--- src/hdl/tct_pkg.sv ---
// Shared types and codes for the trusted code table.
package tct_pkg;

  localparam logic [1:0] REQ_CHECK  = 2'd0;
  localparam logic [1:0] REQ_ADD    = 2'd1;
  localparam logic [1:0] REQ_REMOVE = 2'd2;

  localparam logic [2:0] ST_DONE     = 3'd0;
  localparam logic [2:0] ST_IGNORED  = 3'd1;
  localparam logic [2:0] ST_NOTFOUND = 3'd2;
  localparam logic [2:0] ST_PRESENT  = 3'd3;
  localparam logic [2:0] ST_FULL     = 3'd4;

  typedef enum logic [1:0] {
    FSM_IDLE,
    FSM_SCAN,
    FSM_FINISH
  } fsm_state_t;

  typedef struct packed {
    logic [1:0]  req_type;
    logic [31:0] code_value;
  } in_word_t;

  typedef struct packed {
    logic       gate_trigger;
    logic [2:0] status;
    logic [3:0] entry_count;
  } out_word_t;

  typedef struct packed {
    logic valid;
    logic hit;
  } tct_tok_t;

  typedef struct packed {
    logic add_en;
    logic rem_en;
  } cell_ctrl_t;

endpackage

--- src/hdl/tct_cell.sv ---
// One entry of the table: stored code, compare, and search token stage.
module tct_cell import tct_pkg::*; #(
  parameter int IDX = 0,
  parameter int CW  = 4
) (
  input  logic          clk,
  input  logic          rst,
  input  tct_tok_t      tok_in,
  output tct_tok_t      tok_out,
  input  logic [31:0]   code,
  input  logic [CW-1:0] count,
  input  cell_ctrl_t    ctrl,
  input  logic [31:0]   next_entry,
  output logic [31:0]   entry
);

  logic match;
  logic shift_flag;

  assign match = (CW'(IDX) < count) && (entry == code);

  always_ff @(posedge clk) begin
    if (rst) begin
      tok_out.valid <= 1'b0;
    end else begin
      tok_out.valid <= tok_in.valid;
    end
    tok_out.hit <= tok_in.hit || match;
    if (tok_in.valid) begin
      shift_flag <= tok_in.hit || match;
    end
  end

  always_ff @(posedge clk) begin
    if (ctrl.add_en && (count == CW'(IDX))) begin
      entry <= code;
    end else if (ctrl.rem_en && shift_flag) begin
      entry <= next_entry;
    end
  end

endmodule

--- src/hdl/trusted_code_table.sv ---
// Top level of the trusted code table: control sequencer and row of entry cells.
//
// Input channel in_valid/in_stall carries one request word: req_type (check,
// add, remove) and a 32-bit code_value. Output channel out_valid/out_stall
// returns one result word per request: gate_trigger, status, entry_count.
// A word moves at a rising edge with valid high and stall low.
//
// Each request runs a search token down the row of MAX_ENTRIES cells, one
// cell per cycle, then commits. One request is in work at a time, so a new
// request is taken only once the previous one has committed its result.
// A remove closes the gap by moving every later entry one cell down in the
// commit cycle.
//
// Reset empties the table (count zero) and drops any pending result. When
// the receiver stalls, the result word holds; the next request may be
// accepted and searched meanwhile, but its commit waits for the output
// register to free up.
module trusted_code_table import tct_pkg::*; #(
  parameter int MAX_ENTRIES = 10
) (
  input  logic      clk,
  input  logic      rst,
  input  logic      in_valid,
  output logic      in_stall,
  input  in_word_t  in_word,
  output logic      out_valid,
  input  logic      out_stall,
  output out_word_t out_word
);

  localparam int CW = $clog2(MAX_ENTRIES + 1);

  fsm_state_t    state, state_next;
  logic          start;
  logic [1:0]    req_type;
  logic [31:0]   code;
  logic          found;
  logic [CW-1:0] count, count_next;
  logic          out_free;
  logic          commit;
  logic          accept;
  cell_ctrl_t    ctrl;
  logic          trig;
  logic [2:0]    status;
  logic [CW+3:0] count_ext;

  tct_tok_t      tok [MAX_ENTRIES+1];
  logic [31:0]   ent [MAX_ENTRIES];

  assign tok[0].valid = start;
  assign tok[0].hit   = 1'b0;

  for (genvar i = 0; i < MAX_ENTRIES; i++) begin : g_cell
    logic [31:0] nxt;
    if (i == MAX_ENTRIES - 1) begin : g_last
      assign nxt = code;
    end else begin : g_mid
      assign nxt = ent[i+1];
    end
    tct_cell #(.IDX(i), .CW(CW)) u_cell (
      .clk        (clk),
      .rst        (rst),
      .tok_in     (tok[i]),
      .tok_out    (tok[i+1]),
      .code       (code),
      .count      (count),
      .ctrl       (ctrl),
      .next_entry (nxt),
      .entry      (ent[i])
    );
  end

  assign in_stall = (state != FSM_IDLE);
  assign accept   = in_valid && !in_stall;
  assign out_free = !out_valid || !out_stall;

  always_comb begin
    state_next = state;
    count_next = count;
    commit     = 1'b0;
    ctrl       = '0;
    trig       = 1'b0;
    status     = ST_DONE;
    case (state)
      FSM_IDLE: begin
        if (accept) begin
          state_next = FSM_SCAN;
        end
      end
      FSM_SCAN: begin
        if (tok[MAX_ENTRIES].valid) begin
          state_next = FSM_FINISH;
        end
      end
      FSM_FINISH: begin
        commit = out_free;
        case (req_type)
          REQ_CHECK: begin
            if (code == 32'd0) begin
              status = ST_IGNORED;
            end else if (found) begin
              trig = 1'b1;
            end else begin
              status = ST_NOTFOUND;
            end
          end
          REQ_ADD: begin
            if (found) begin
              status = ST_PRESENT;
            end else if (count == CW'(MAX_ENTRIES)) begin
              status = ST_FULL;
            end else begin
              ctrl.add_en = commit;
              count_next  = count + 1'b1;
            end
          end
          REQ_REMOVE: begin
            if (!found) begin
              status = ST_NOTFOUND;
            end else begin
              ctrl.rem_en = commit;
              count_next  = count - 1'b1;
            end
          end
          default: begin
            status = ST_IGNORED;
          end
        endcase
        if (commit) begin
          state_next = FSM_IDLE;
        end else begin
          count_next = count;
        end
      end
      default: begin
        state_next = FSM_IDLE;
      end
    endcase
  end

  assign count_ext = {4'd0, count_next};

  always_ff @(posedge clk) begin
    if (rst) begin
      state     <= FSM_IDLE;
      start     <= 1'b0;
      count     <= '0;
      out_valid <= 1'b0;
    end else begin
      state <= state_next;
      start <= accept;
      count <= count_next;
      if (commit) begin
        out_valid <= 1'b1;
      end else if (!out_stall) begin
        out_valid <= 1'b0;
      end
    end
    if (accept) begin
      req_type <= in_word.req_type;
      code     <= in_word.code_value;
    end
    if (tok[MAX_ENTRIES].valid) begin
      found <= tok[MAX_ENTRIES].hit;
    end
    if (commit) begin
      out_word.gate_trigger <= trig;
      out_word.status       <= status;
      out_word.entry_count  <= count_ext[3:0];
    end
  end

endmodule

--- config.mk ---
export PLATFORM = sky130hd
export DESIGN_NAME = trusted_code_table
export DESIGN_NICKNAME = d
export VERILOG_FILES = /design/src/hdl/tct_pkg.sv /design/src/hdl/tct_cell.sv /design/src/hdl/trusted_code_table.sv
export SDC_FILE = /design/constraint.sdc
export NUM_CORES = 1
export LEC_CHECK = 0
export ABC_CLOCK_PERIOD_IN_PS = 5600
export CAP_MARGIN = 30
export CORE_MARGIN = 4
export CORE_UTILIZATION = 60
export DETAILED_ROUTE_END_ITERATION = 16
export DONT_BUFFER_PORTS = 1
export HOLD_SLACK_MARGIN = 0.1
export PLACE_DENSITY = 0.81
export SYNTH_ARGS = -nofsm -noshare
export SYNTH_HDL_FRONTEND = slang
export SYNTH_SLANG_ARGS = --single-unit
--- constraint.sdc ---
create_clock -name clk -period 5.6 [get_ports clk]
set_input_delay 0 -clock clk [delete_from_list [all_inputs] [get_ports clk]]
set_output_delay 0 -clock clk [all_outputs]
set_load 0.1 [all_outputs]
==> impl_table.tex <==
\begin{tabular}{lr}
\hline
Metric & Value \\
\hline
\multicolumn{2}{l}{\textbf{Cells and area}} \\
Number of diodes & 0 \\
Finished Core Util & 69.3\% \\
Commonest non-fill, non-tap cells in the layout & 373 x sky130\_fd\_sc\_hd\_\_edfxtp\_1, 259 x sky130\_fd\_sc\_hd\_\_mux2\_2, 172 x sky130\_fd\_sc\_hd\_\_xor2\_1 \\
Area delta synth->final & 13.6\% \\
Summed area of non-filler cells in the final layout & 0.0226 sq mm \\
Post-layout nets & 1472 \\
Ratio of cells with drive above 1 in the final layout & 27.5\% \\
Filler cell count & 2117 \\
Leading cell type in the layout, fill and taps excluded & sky130\_fd\_sc\_hd\_\_edfxtp\_1 \\
\multicolumn{2}{l}{\textbf{Critical path}} \\
Crit Path Class & flip-flop to flip-flop \\
Nature of the critical path endpoint & flip-flop \\
Peak fanout along the critical path & 19 \\
Top Family by Delay on Critical Path & simple AND/OR/NAND/NOR gates \\
Slowest Stage Delay on Critical Path & 0.99 ns \\
Sequence of cells on the critical path & nand2\_1 -> and4\_1 -> and2\_0 -> nand2\_1 -> buf\_4 -> mux2\_2 \\
Critical Path Slowest Stage Cell & sky130\_fd\_sc\_hd\_\_dfxtp\_1 \\
WP data required & 5.89 ns \\
Bufs and invs on worst path & 1 \\
Most numerous cell on the critical path & sky130\_fd\_sc\_hd\_\_nand2\_1 \\
Startpoint Class & flip-flop \\
Arrival time reported for the critical path endpoint & 3.80 ns \\
\multicolumn{2}{l}{\textbf{Yosys}} \\
Synthesis Warnings & 0 \\
Number of enable-type register cells in the synthesized netlist & 373 \\
Average cell area after synthesis & 14.6 sq um \\
FFs w/ async S/R, synth & 0\% \\
Biggest area contributors in the synthesized netlist & sky130\_fd\_sc\_hd\_\_edfxtp\_1 56\%, sky130\_fd\_sc\_hd\_\_mux2\_2 15\%, sky130\_fd\_sc\_hd\_\_xor2\_1 7.6\% \\
Number of library cell types mapped by synthesis & 50 \\
Dominant synthesized flop cell & sky130\_fd\_sc\_hd\_\_edfxtp\_1 \\
Number of synthesized register bits & 401 \\
Sequential element share of the synthesized area & 59.1\% \\
Proportion of netlist area held by the largest area contributor & 56.3\% \\
Number of nets produced by synthesis & 1407 \\
Cell taking the most area after synthesis & sky130\_fd\_sc\_hd\_\_edfxtp\_1 \\
Synthesized cell area & 0.0199 sq mm \\
Synthesized instance count & 1360 \\
\multicolumn{2}{l}{\textbf{Power and ir drop}} \\
Combinational share of power & 4.7\% \\
Overall Power & 6510 uW \\
Net switching power of the design & 1350 uW \\
Reg power frac & 50.3\% \\
Clock group share of total power & 45.0\% \\
IR drop worst, VDD & 0.372 mV \\
Power Internal & 5160 uW \\
Lkg Pwr & 0.00777 uW \\
Switching part of the total power & 20.7\% \\
Ratio of total power to cell area & 288 mW/mm\^{}2 \\
\multicolumn{2}{l}{\textbf{Floorplanning}} \\
Area inside the core boundary & 0.0326 sq mm \\
Height of the chip & 190 microns \\
Number of top-level pins & 48 \\
Horizontal die dimension & 190 microns \\
Site row count & 66 \\
Initial core utilization & 61.0\% \\
Total die area & 0.0362 sq mm \\
\multicolumn{2}{l}{\textbf{Drt}} \\
Total vias in the final route & 11401 \\
Sum of routed wire length over all layers & 47700 microns \\
Average via count per standard cell & 6.00 \\
\# DRC & 0 \\
Post-DRT Antenna Nets & 0 \\
Wire length per cell & 25.1 microns \\
Number of design-rule violations left by the first detailed-router iteration & 964 \\
First-pass detailed-route iteration total & 6 \\
\multicolumn{2}{l}{\textbf{CTS}} \\
Clock-pin slew of the registers on the worst-case setup and hold paths & 0.06 ns \\
H-tree levels & 2 \\
TritonCTS buffer count & 41 \\
Max clock buf depth & 3 \\
CTS tree & built \\
Worst-skew pair later-pin latency & 0.54 ns \\
Clock sink count & 401 \\
Cell chosen for the clock root & sky130\_fd\_sc\_hd\_\_clkbuf\_16 \\
\multicolumn{2}{l}{\textbf{Timing}} \\
RSZ-0062 raised after global routing & no \\
Min cycle time layout & 3.51 ns \\
Layout Skew & 0.0236 ns \\
Max-slew violation count & 0 \\
Max\_slew headroom & 32.0\% \\
Final hold violation count & 0 \\
Peak clock frequency supported by timing & 0.285 GHz \\
Total negative setup slack & 0 ns \\
Endpoints failing setup & 0 \\
PnR worst setup slack & 2.09 ns \\
Final critical-path share of the clock period & 62.6\% \\
Slew at the pin closest to its max-slew limit & 1.02 ns \\
\multicolumn{2}{l}{\textbf{Min path}} \\
HP Class & primary input to flip-flop \\
\multicolumn{2}{l}{\textbf{Flow run}} \\
Max-cap viol count & 0 \\
\multicolumn{2}{l}{\textbf{Global routing}} \\
Met2 global-route usage & 46.4\% \\
Antenna violations before repair & 0 \\
Congestion Overflow GR & 0 \\
Met3 usage & 3.63\% \\
Wire length of the first global-routing pass & 72800 microns \\
Met1 GRT Util & 33.4\% \\
GRT Util Overall & 26.6\% \\
Maximum number of pins on one net before global-route repair & 35 \\
Vias in the first global route & 12011 \\
Layer with the highest usage & met2 \\
\multicolumn{2}{l}{\textbf{Placement}} \\
Worst slack at placement & 2.16 ns \\
DP HPWL & 31900 microns \\
Final weighted congestion of routability-driven global placement & 0.929 \\
Cell area reported after detailed placement & 0.0205 sq mm \\
Port Buffers & 0 \\
\multicolumn{2}{l}{\textbf{Outcome}} \\
Run status & finished clean \\
\hline
\end{tabular}
[cell type report]
cell class | instances | area, sq um | area share [%]
multi-input cells | 848 | 7680 | 34.0
clock inverters | 17 | 283 | 1.25
inverters | 10 | 37.5 | 0.166
clock buffers | 59 | 1150 | 5.07
flip-flops and latches | 401 | 11800 | 52.0
well taps | 442 | 553 | 2.45
repair buffers | 123 | 1150 | 5.10
[cell usage after synthesis, drive strengths merged, types with 3 or more instances]
cell type    n
a2111oi      4
a21oi        6
a41o         9
and3         4
buf         61
clkbuf      40
dfxtp       28
edfxtp     373
ha           9
inv         10
mux2       288
nand2       32
nand3       11
nand4       40
nor2        13
nor2b       14
nor3         6
nor4        55
o2111ai      3
o21ai        6
xnor2      149
xor2       172
[sequential cells by signal, indices dropped and copies added, names as in the netlist]
name / count
code: 32
g_cell.u_cell.shift_flag: 10
g_cell.u_cell.entry: 320
out_word: 8
g_cell.u_cell.tok_out: 20
out_valid: 1
start: 1
found: 1
count: 4
req_type: 2
state: 2
[stage by stage]
stage                     hold slack (ns)  instances
after floorplan                    0.0716       1360
after global placement             0.0735       1750
after detailed placement           0.0742       1752
after CTS                           0.132       1899
after global routing                0.135       1900
final                               0.139       1900
[layer usage]
layer	wire length, microns	part of all wire, %
met1	18800	39
met2	24100	51
met3	2500	5.2
met4	2270	4.8
met5	0	0
[worst register-to-register path: stages, from the launching register on]
cell and delay (ns):
sky130_fd_sc_hd__dfxtp_1 0.99, sky130_fd_sc_hd__nand2_1 0.34, sky130_fd_sc_hd__and4_1 0.38, sky130_fd_sc_hd__and2_0 0.25
sky130_fd_sc_hd__nand2_1 0.51, sky130_fd_sc_hd__buf_4 0.40, sky130_fd_sc_hd__mux2_2 0.38
[final timing paths]
kind	depth (start not counted)	from	end	slack (ns)
worst max-delay path	6	out_valid	g_cell[0].u_cell.entry[29]	2.09
worst min-delay path	1	in_word[14]	code[14]	0.14
worst max register to register	6	out_valid	g_cell[0].u_cell.entry[29]	2.09
worst min register to register	0	g_cell[9].u_cell.tok_out[0]	found	0.42
[timing repair]
action / 4_1_cts / 5_1_grt
hold buffers: 71 / 0
buffers inserted: 0 / 0
gates resized for setup: 0 / 0
hold endpoints to repair: 95 / 0
[power groups by stage]
stage	logic, uW	clock network (uW)	registers [uW]
floorplan	178	0	3320
global placement	250	0	3340
detailed placement	256	0	3340
finish	306	2930	3280
CTS	298	2950	3280
global route	325	3080	3280
[cell families (layout without fill, tap and decap cells)]
logic type,Yosys count,after routing,share of synthesized area (%)
flops,401,401,59.1
xor+xnor,321,321,14.1
compound gates,42,42,1.64
mux,288,288,16.8
simple gates,188,188,5.33
fa+ha+maj,9,9,0.566
buf+inv,111,209,2.41
(Power assumes the default switching activity.)
